`src/design/elc_pkg.sv`:
```
package elc_pkg;

    localparam int MAX_FLOORS = 64;
    localparam int COUNT_BITS = 8;
    localparam int FLOOR_W    = $clog2(MAX_FLOORS);
    localparam int NF_W       = 7;
    localparam int CAP_W      = 8;
    localparam int TOTAL_W    = 32;
    localparam int CFG_IDX_W  = 1;
    localparam int CFG_DATA_W = 8;

    localparam logic [NF_W-1:0]       FLOORS_RESET = NF_W'(50);
    localparam logic [CAP_W-1:0]      CAP_RESET    = CAP_W'(255);
    localparam logic [COUNT_BITS-1:0] CNT_MAX      = {COUNT_BITS{1'b1}};

    typedef logic [FLOOR_W-1:0]    t_floor;
    typedef logic [COUNT_BITS-1:0] t_count;

    typedef enum logic [1:0] {
        CMD_PRESS  = 2'd0,
        CMD_BOARD  = 2'd1,
        CMD_ALIGHT = 2'd2,
        CMD_TICK   = 2'd3
    } t_cmd;

    typedef enum logic [CFG_IDX_W-1:0] {
        CFG_FLOORS   = 1'b0,
        CFG_CAPACITY = 1'b1
    } t_cfg_idx;

    typedef struct packed {
        t_cmd   cmd;
        t_floor floor;
        t_floor target;
    } t_in_item;

    typedef struct packed {
        logic               accepted;
        t_floor             car_floor;
        logic               going_up;
        logic [CAP_W-1:0]   riders;
        logic               exits_waiting;
        logic               entries_waiting;
        logic [TOTAL_W-1:0] transported_total;
    } t_out_item;

    // write request into one per-floor counter store
    typedef struct packed {
        logic   en;
        t_floor addr;
        t_count val;
    } t_cnt_wr;

endpackage

```
`src/design/elc_ram.sv`:
```
module elc_ram #(
    parameter int WIDTH = 8,
    parameter int DEPTH = 64
) (
    input  logic                     i_clk,
    input  logic                     i_we,
    input  logic [$clog2(DEPTH)-1:0] i_waddr,
    input  logic [WIDTH-1:0]         i_wdata,
    input  logic [$clog2(DEPTH)-1:0] i_raddr,
    output logic [WIDTH-1:0]         o_rdata
);

    logic [WIDTH-1:0] r_mem [DEPTH];
    logic [WIDTH-1:0] r_q;

    always_ff @(posedge i_clk) begin
        if (i_we) begin
            r_mem[i_waddr] <= i_wdata;
        end
        r_q <= r_mem[i_raddr];
    end

    assign o_rdata = r_q;

endmodule

```
`src/design/elc_cnt_store.sv`:
```
module elc_cnt_store (
    input  logic                           i_clk,
    input  logic                           i_rst_n,
    input  elc_pkg::t_floor                i_rd_addr,
    output elc_pkg::t_count                o_rd_val,
    input  elc_pkg::t_cnt_wr               i_wr,
    output logic [elc_pkg::MAX_FLOORS-1:0] o_nz
);

    import elc_pkg::*;

    t_count                w_q;
    t_floor                r_rd_addr;
    t_cnt_wr               r_byp;
    logic [MAX_FLOORS-1:0] r_nz;

    elc_ram #(
        .WIDTH (COUNT_BITS),
        .DEPTH (MAX_FLOORS)
    ) u_ram (
        .i_clk   (i_clk),
        .i_we    (i_wr.en),
        .i_waddr (i_wr.addr),
        .i_wdata (i_wr.val),
        .i_raddr (i_rd_addr),
        .o_rdata (w_q)
    );

    always_ff @(posedge i_clk) begin
        r_rd_addr  <= i_rd_addr;
        r_byp.addr <= i_wr.addr;
        r_byp.val  <= i_wr.val;
        if (!i_rst_n) begin
            r_byp.en <= 1'b0;
            r_nz     <= '0;
        end else begin
            r_byp.en <= i_wr.en;
            if (i_wr.en) begin
                r_nz[i_wr.addr] <= (i_wr.val != '0);
            end
        end
    end

    // last cycle's write is not yet visible at the RAM read port: forward it.
    // A clear flag means zero, so entries never written since reset read as zero.
    always_comb begin
        if (r_byp.en && (r_byp.addr == r_rd_addr)) begin
            o_rd_val = r_byp.val;
        end else if (r_nz[r_rd_addr]) begin
            o_rd_val = w_q;
        end else begin
            o_rd_val = '0;
        end
    end

    assign o_nz = r_nz;

    a_nz_tracks_write: assert property (@(posedge i_clk) disable iff (!i_rst_n)
        i_wr.en |=> (r_nz[$past(i_wr.addr)] == ($past(i_wr.val) != '0)))
        else $error("nonzero flag does not follow written count");

endmodule

```
`src/design/elevator_look_controller_top.sv`:
```
// LOOK scheduler for one elevator car. Events (press, board, alight, tick) are taken
// on any clock where start is high; busy never rises, so one event per clock is
// sustained. Each event yields exactly one result, strobed on o_strobe for a single
// cycle: the transfer edge registers the event and starts the per-floor counter
// memory reads, then the result is registered and strobed. The receiver cannot
// stall the result. Throughput is set by the read-modify-write of the three
// per-floor counter RAMs, closed by a one-entry write bypass; direction choice is
// an OR over per-floor nonzero flags held in flops. Reset clears all counters at
// once through those flags, so no clearing pass is needed. Configuration writes
// take effect on the next clock and should be done only while no event is in flight.
module elevator_look_controller_top (
    input  logic                           i_clk,
    input  logic                           i_rst_n,
    input  logic                           start,
    output logic                           busy,
    input  elc_pkg::t_in_item              i_item,
    output logic                           o_strobe,
    output elc_pkg::t_out_item             o_result,
    input  logic                           i_cfg_we,
    input  elc_pkg::t_cfg_idx              i_cfg_idx,
    input  logic [elc_pkg::CFG_DATA_W-1:0] i_cfg_data
);

    import elc_pkg::*;

    logic               r_vld;
    t_in_item           r_item;
    logic [NF_W-1:0]    r_floors;
    logic [CAP_W-1:0]   r_cap;
    t_floor             r_cf;
    logic               r_dir;
    logic [CAP_W-1:0]   r_rc;
    logic [TOTAL_W-1:0] r_deliv;
    logic               r_strobe;
    t_out_item          r_result;

    t_floor             n_cf;
    logic               n_dir;
    logic [CAP_W-1:0]   n_rc;
    logic [TOTAL_W-1:0] n_deliv;
    t_out_item          n_result;

    t_floor                w_rid_rd_addr;
    t_floor                w_rid_addr;
    t_count                w_up_val;
    t_count                w_dn_val;
    t_count                w_rid_val;
    logic [MAX_FLOORS-1:0] w_up_nz;
    logic [MAX_FLOORS-1:0] w_dn_nz;
    logic [MAX_FLOORS-1:0] w_rid_nz;
    t_cnt_wr               w_up_wr;
    t_cnt_wr               w_dn_wr;
    t_cnt_wr               w_rid_wr;

    logic [NF_W-1:0]       w_nf;
    t_floor                w_top;
    logic [MAX_FLOORS-1:0] w_busy_vec;
    logic [MAX_FLOORS-1:0] w_above;
    logic [MAX_FLOORS-1:0] w_below;
    logic                  w_pick_up;
    logic                  w_fl_ok;
    logic                  w_tg_ok;
    logic                  w_call_up;
    logic                  w_ok;
    logic                  w_exit;
    logic                  w_up_here;
    logic                  w_dn_here;
    logic                  w_here;

    assign busy = 1'b0;

    // counter RAMs are addressed straight from the input so read data lines up
    // with the registered event
    assign w_rid_rd_addr = (i_item.cmd == CMD_BOARD) ? i_item.target : i_item.floor;
    assign w_rid_addr    = (r_item.cmd == CMD_BOARD) ? r_item.target : r_item.floor;

    elc_cnt_store u_up_calls (
        .i_clk     (i_clk),
        .i_rst_n   (i_rst_n),
        .i_rd_addr (i_item.floor),
        .o_rd_val  (w_up_val),
        .i_wr      (w_up_wr),
        .o_nz      (w_up_nz)
    );

    elc_cnt_store u_down_calls (
        .i_clk     (i_clk),
        .i_rst_n   (i_rst_n),
        .i_rd_addr (i_item.floor),
        .o_rd_val  (w_dn_val),
        .i_wr      (w_dn_wr),
        .o_nz      (w_dn_nz)
    );

    elc_cnt_store u_riders (
        .i_clk     (i_clk),
        .i_rst_n   (i_rst_n),
        .i_rd_addr (w_rid_rd_addr),
        .o_rd_val  (w_rid_val),
        .i_wr      (w_rid_wr),
        .o_nz      (w_rid_nz)
    );

    always_comb begin
        if (r_floors < NF_W'(2)) begin
            w_nf = NF_W'(2);
        end else if (r_floors > NF_W'(MAX_FLOORS)) begin
            w_nf = NF_W'(MAX_FLOORS);
        end else begin
            w_nf = r_floors;
        end
    end

    assign w_top   = FLOOR_W'(w_nf - NF_W'(1));
    assign w_fl_ok = NF_W'(r_item.floor) < w_nf;
    assign w_tg_ok = NF_W'(r_item.target) < w_nf;
    assign w_call_up = r_item.floor < r_item.target;

    assign w_busy_vec = w_up_nz | w_dn_nz | w_rid_nz;

    always_comb begin
        for (int i = 0; i < MAX_FLOORS; i++) begin
            w_above[i] = (FLOOR_W'(i) > r_cf) && (FLOOR_W'(i) <= w_top);
            w_below[i] = FLOOR_W'(i) < r_cf;
        end
    end

    always_comb begin
        if (r_cf == '0) begin
            w_pick_up = 1'b1;
        end else if (r_cf >= w_top) begin
            w_pick_up = 1'b0;
        end else if (r_dir) begin
            w_pick_up = |(w_busy_vec & w_above);
        end else begin
            w_pick_up = !(|(w_busy_vec & w_below));
        end
    end

    always_comb begin
        n_cf     = r_cf;
        n_dir    = r_dir;
        n_rc     = r_rc;
        n_deliv  = r_deliv;
        w_ok     = 1'b0;
        w_up_wr  = '{en: 1'b0, addr: r_item.floor, val: w_up_val};
        w_dn_wr  = '{en: 1'b0, addr: r_item.floor, val: w_dn_val};
        w_rid_wr = '{en: 1'b0, addr: w_rid_addr, val: w_rid_val};
        if (r_vld) begin
            case (r_item.cmd)
                CMD_PRESS: begin
                    if (w_fl_ok && w_tg_ok) begin
                        w_ok = 1'b1;
                        if (w_call_up) begin
                            w_up_wr.en = 1'b1;
                            if (w_up_val != CNT_MAX) begin
                                w_up_wr.val = w_up_val + 1'b1;
                            end
                        end else begin
                            w_dn_wr.en = 1'b1;
                            if (w_dn_val != CNT_MAX) begin
                                w_dn_wr.val = w_dn_val + 1'b1;
                            end
                        end
                    end
                end
                CMD_BOARD: begin
                    if (w_fl_ok && w_tg_ok && (r_item.floor == r_cf) && (r_rc < r_cap)
                        && (w_rid_val != CNT_MAX)) begin
                        w_ok = 1'b1;
                        if (w_call_up) begin
                            w_up_wr.en = 1'b1;
                            if (w_up_val != '0) begin
                                w_up_wr.val = w_up_val - 1'b1;
                            end
                        end else begin
                            w_dn_wr.en = 1'b1;
                            if (w_dn_val != '0) begin
                                w_dn_wr.val = w_dn_val - 1'b1;
                            end
                        end
                        w_rid_wr.en  = 1'b1;
                        w_rid_wr.val = w_rid_val + 1'b1;
                        n_rc         = r_rc + 1'b1;
                    end
                end
                CMD_ALIGHT: begin
                    if (w_fl_ok && (r_item.floor == r_cf) && (w_rid_val != '0)
                        && (r_rc != '0)) begin
                        w_ok         = 1'b1;
                        w_rid_wr.en  = 1'b1;
                        w_rid_wr.val = w_rid_val - 1'b1;
                        n_rc         = r_rc - 1'b1;
                        n_deliv      = r_deliv + 1'b1;
                    end
                end
                CMD_TICK: begin
                    w_ok  = 1'b1;
                    n_dir = w_pick_up;
                    n_cf  = w_pick_up ? (r_cf + 1'b1) : (r_cf - 1'b1);
                end
                default: begin
                    w_ok = 1'b0;
                end
            endcase
        end
    end

    // flags at the car's floor as they stand after this event's writes
    always_comb begin
        if (w_rid_wr.en && (w_rid_wr.addr == n_cf)) begin
            w_exit = (w_rid_wr.val != '0);
        end else begin
            w_exit = w_rid_nz[n_cf];
        end
        if (w_up_wr.en && (w_up_wr.addr == n_cf)) begin
            w_up_here = (w_up_wr.val != '0);
        end else begin
            w_up_here = w_up_nz[n_cf];
        end
        if (w_dn_wr.en && (w_dn_wr.addr == n_cf)) begin
            w_dn_here = (w_dn_wr.val != '0);
        end else begin
            w_dn_here = w_dn_nz[n_cf];
        end
        w_here = n_dir ? w_up_here : w_dn_here;
        // at either end floor a call in any direction counts
        if ((n_cf == '0) || (n_cf == w_top)) begin
            w_here = w_up_here || w_dn_here;
        end
    end

    always_comb begin
        n_result.accepted          = w_ok;
        n_result.car_floor         = n_cf;
        n_result.going_up          = n_dir;
        n_result.riders            = n_rc;
        n_result.exits_waiting     = w_exit;
        n_result.entries_waiting   = w_here && (n_rc < r_cap);
        n_result.transported_total = n_deliv;
    end

    always_ff @(posedge i_clk) begin
        r_item   <= i_item;
        r_result <= n_result;
        if (!i_rst_n) begin
            r_vld    <= 1'b0;
            r_strobe <= 1'b0;
            r_cf     <= '0;
            r_dir    <= 1'b1;
            r_rc     <= '0;
            r_deliv  <= '0;
        end else begin
            r_vld    <= start && !busy;
            r_strobe <= r_vld;
            if (r_vld) begin
                r_cf    <= n_cf;
                r_dir   <= n_dir;
                r_rc    <= n_rc;
                r_deliv <= n_deliv;
            end
        end
    end

    always_ff @(posedge i_clk) begin
        if (!i_rst_n) begin
            r_floors <= FLOORS_RESET;
            r_cap    <= CAP_RESET;
        end else if (i_cfg_we) begin
            case (i_cfg_idx)
                CFG_FLOORS:   r_floors <= i_cfg_data[NF_W-1:0];
                CFG_CAPACITY: r_cap    <= i_cfg_data[CAP_W-1:0];
                default:      r_cap    <= r_cap;
            endcase
        end
    end

    assign o_strobe = r_strobe;
    assign o_result = r_result;

    a_tick_moves_one: assert property (@(posedge i_clk) disable iff (!i_rst_n)
        (r_vld && (r_item.cmd == CMD_TICK)) |=>
            ((r_cf == $past(r_cf) + 1'b1) || (r_cf == $past(r_cf) - 1'b1)))
        else $error("tick did not move the car by one floor");

    a_riders_hold_idle: assert property (@(posedge i_clk) disable iff (!i_rst_n)
        !r_vld |=> (r_rc == $past(r_rc)))
        else $error("rider count changed without an event");

    a_deliv_on_alight: assert property (@(posedge i_clk) disable iff (!i_rst_n)
        ($past(i_rst_n) && (r_deliv != $past(r_deliv))) |->
            $past(r_vld && (r_item.cmd == CMD_ALIGHT)))
        else $error("delivered total changed outside an alight");

endmodule
```
`config.mk`:
```
export PLATFORM = sky130hd
export DESIGN_NAME = elevator_look_controller_top
export DESIGN_NICKNAME = d
export VERILOG_FILES = /design/src/design/elc_pkg.sv /design/src/design/elc_ram.sv /design/src/design/elc_cnt_store.sv /design/src/design/elevator_look_controller_top.sv
export SDC_FILE = /design/constraint.sdc
export NUM_CORES = 2
export LEC_CHECK = 0
export BUFFER_PORTS_ARGS = -buffer_cell sky130_fd_sc_hd__clkbuf_2
export CAP_MARGIN = 20
export CORE_UTILIZATION = 60
export DETAILED_ROUTE_END_ITERATION = 8
export PLACE_DENSITY = 0.79
export SLEW_MARGIN = 30
export SYNTH_ARGS = -nofsm -noshare
export SYNTH_HDL_FRONTEND = slang
export SYNTH_SLANG_ARGS = --single-unit
export TNS_END_PERCENT = 50
```
`constraint.sdc`:
```
create_clock -name i_clk -period 10.1 [get_ports i_clk]
set_input_delay 0.505 -clock i_clk [delete_from_list [all_inputs] [get_ports i_clk]]
set_output_delay 0.505 -clock i_clk [all_outputs]
set_load 0.01 [all_outputs]
```
==> results.md <==
* Fmax at 0.129 GHz
* Die W at 375 µm
* Total gr overflow at 0
* Syn nets at 6174
* Vias after detailed routing at 57800
* H-tree depth at 4
* Max clock buf depth at 3
* Synthesized instance count at 6091
* Buffer count from post-CTS setup fixing at 0
* # resized after CTS at 0
* Max IR drop VDD at 0.219 mV
* PD cells at 179 mW/mm²
* Outcome: completed
* Crit path required time at 10.78 ns
* Full die area at 0.141 mm²
* Worst Setup SP: u_down_calls.r_rd_addr[0]
* Post-DP HPWL at 179 mm
* Worst Hold Class: in2reg
* Port bufs at 77
* Ys Warns at 0
* Hold Crit Start: i_cfg_data[6]
* Leakage at 30.7 nW
* Top-count cell post-synth: edfxtp_1
* Final nets at 6205
* Largest area contributor in the netlist: edfxtp_1
* DR iter-0 viols at 9193
* Worst Hold Endpoint: r_cap[6]
* Setup CP Type: reg2reg
* CTS sink count at 1925
* Final GP Congestion at 1.07
* Max Slew Vio Count at 0
* Clk slew on worst S/H paths at 0.06 ns
* Crit. End Element: flop
* Core area at 0.138 mm²
* Hold Path Cell Cnt at 3
* Setup_tns at 0 ns
* Worst slew pin tran at 1.17 ns
* Yosys top cell area share at 55.2%
* Worst r2r src: u_down_calls.r_rd_addr[0]
* Initial antenna violation count at 9
* Vias/cell at 7.16
* WL/cell at 34.2 µm
* Final setup fails at 0
* Area Growth Syn to Fin at 10.8%
* Period Utilization, post-route at 76.9%
* Max Cap Viol at 0
* DRC at 0
* Total Routing Usage GR at 39.2%
* Ys async rst share at 0%
* CP Launch Type: flop
* CP max FO at 66
* Largest cells by area after synthesis: edfxtp_1 55%, mux4_2 11%, dfxtp_1 9.3%
* Non-Filler Cell Area, Final at 0.0926 mm²
* Total Power at 16.6 mW
* Hold Fails Final Rpt at 0
* Inserted Clock Buffers at 181
* Min cycle time layout at 7.76 ns
* Max-slew headroom at 21.3%
* Die Ht at 375 µm
* Initial Utilization at 60.6%
* Final ANT Viol Nets at 0
* Reg-to-reg setup timing slack at 2.34 ns
* Rows at 136
* Mapped Avg Cell Area at 13.7 µm²
* FF-to-FF path depth at 20
* DRT Pass-1 Iters at 7
* Clock skew at 0.0773 ns
* Netlist cell types at 94
* RSZ-0062 raised after global routing: no
* EDFF count, synth at 1536
* Area after DPL at 0.0864 mm²
* Post-synthesis sequential area ratio at 64.5%
* Synth top cells by count: 1536 x edfxtp_1, 740 x nand2_1, 500 x nor2_1
* Root buffer cell: clkbuf_16
* Post-synthesis register bit count at 1925
* CTS tree: done
* Primary FF master, synth: edfxtp_1
* Reg2reg end: u_up_calls.o_nz[60]
* Worst-skew pair later-pin latency at 0.85 ns
* First-pass GRT wire length at 395 mm
* Ports at 79
* Number of global-route vias before repair at 55400
* Final WL at 276 mm
* Share of cells above drive strength 1 at 18.8%
* Synthesized cell area at 0.0836 mm²
* Crit path DAT at 8.44 ns
* Largest net degree at the start of global routing at 173
[worst max-delay path by stage]
stage                                 endpoint  cells after the start
floorplan           u_riders.u_ram.r_mem[0][2]                     15
global placement                  o_result[32]                     21
detailed placement        u_down_calls.o_nz[4]                     17
CTS                      u_down_calls.o_nz[13]                     17
global route               u_up_calls.o_nz[21]                     20
finish                     u_up_calls.o_nz[60]                     20
[what timing repair did]
action                     CTS  global route
hold buffers                12             0
setup endpoints to repair    0             0
hold endpoints to repair    12             0
[flip-flops by register name, indices dropped and copies added, names as in the netlist, 7 cells and up]
register,flops
u_riders.o_nz,64
u_up_calls.u_ram.o_rdata,8
r_rc,8
u_up_calls.o_nz,64
u_up_calls.r_byp,9
u_down_calls.r_byp,15
u_up_calls.u_ram.r_mem,512
r_item,8
u_down_calls.u_ram.r_mem,512
u_down_calls.o_nz,64
u_riders.u_ram.o_rdata,8
r_floors,7
u_riders.r_byp,15
r_cap,8
u_down_calls.u_ram.o_rdata,8
u_riders.u_ram.r_mem,512
o_result,50
r_deliv,32
[power breakdown]
group | internal [mW] | switching, mW
Clock | 3.75 | 3.07
Combinational | 0.357 | 0.790
Sequential | 8.56 | 0.0484
[stage by stage]
step                std cells  setup WS (ns)  hold WS [ns]  utilization [%]
finish                   8075           2.34        0.0298             67.2
CTS                      8073           2.15       0.00123             67.1
global placement         7721           2.44         0.445             62.5
floorplan                6091           1.08         0.329                -
global route             8073           1.95       0.00308             67.2
detailed placement       7721           2.16         0.445             62.7
[worst max-delay path, stage by stage, from the launching register on]
cell	delay [ns]
dfxtp_2	0.74
buf_4	0.47
xnor2_1	0.16
nand4_1	0.12
nor3_2	0.53
and2_1	0.62
nor2_1	0.26
a21boi_0	0.72
inv_1	0.18
ha_1	0.28
nand3_1	0.12
nor3b_1	0.06
nor2_1	0.43
nand3_1	0.19
xnor2_1	0.29
o221ai_4	0.14
buf_4	0.33
or4_1	0.57
or4b_4	0.86
mux2i_1	0.36
nor2_1	0.08
[logic make-up (layout without fill, tap and decap cells)]
logic type      count (synthesis)  count (layout)  share of synthesized area, %
simple gates                 2212            2212                          12.2
fa+ha+maj                      61              61                         0.899
compound gates                806             806                          6.78
xor+xnor                       81              81                         0.849
buf+inv                       495             683                          2.38
other cells                     1               3                       0.00449
flops                        1925            1925                          64.5
mux                           510             510                          12.4
[cell usage in the layout (no fill, tap or decap), drive strengths merged, types with 148 or more instances in the layout]
cell / count
clkbuf: 321
o21ai: 148
dfxtp: 389
edfxtp: 1536
nand2: 740
mux4: 414
nor3: 275
buf: 174
nor2: 500
nand3: 359
[layer usage]
metal	GRT usage, %	wire length, µm
met1	54.8	104000
met2	59.1	125000
met3	9.14	33600
met4	17.3	14400
met5	0	27
[final cells by class]
class	instances	area, µm²
diodes	2	5.00
clock buffers	249	4950
clock inverters	91	958
fillers	9048	45200
inverters	85	340
multi-input cells	3671	28300
flip-flops and latches	1925	53900
well taps	1794	2240
repair buffers	258	1860
Note: power is estimated with default switching activity, not from simulation.
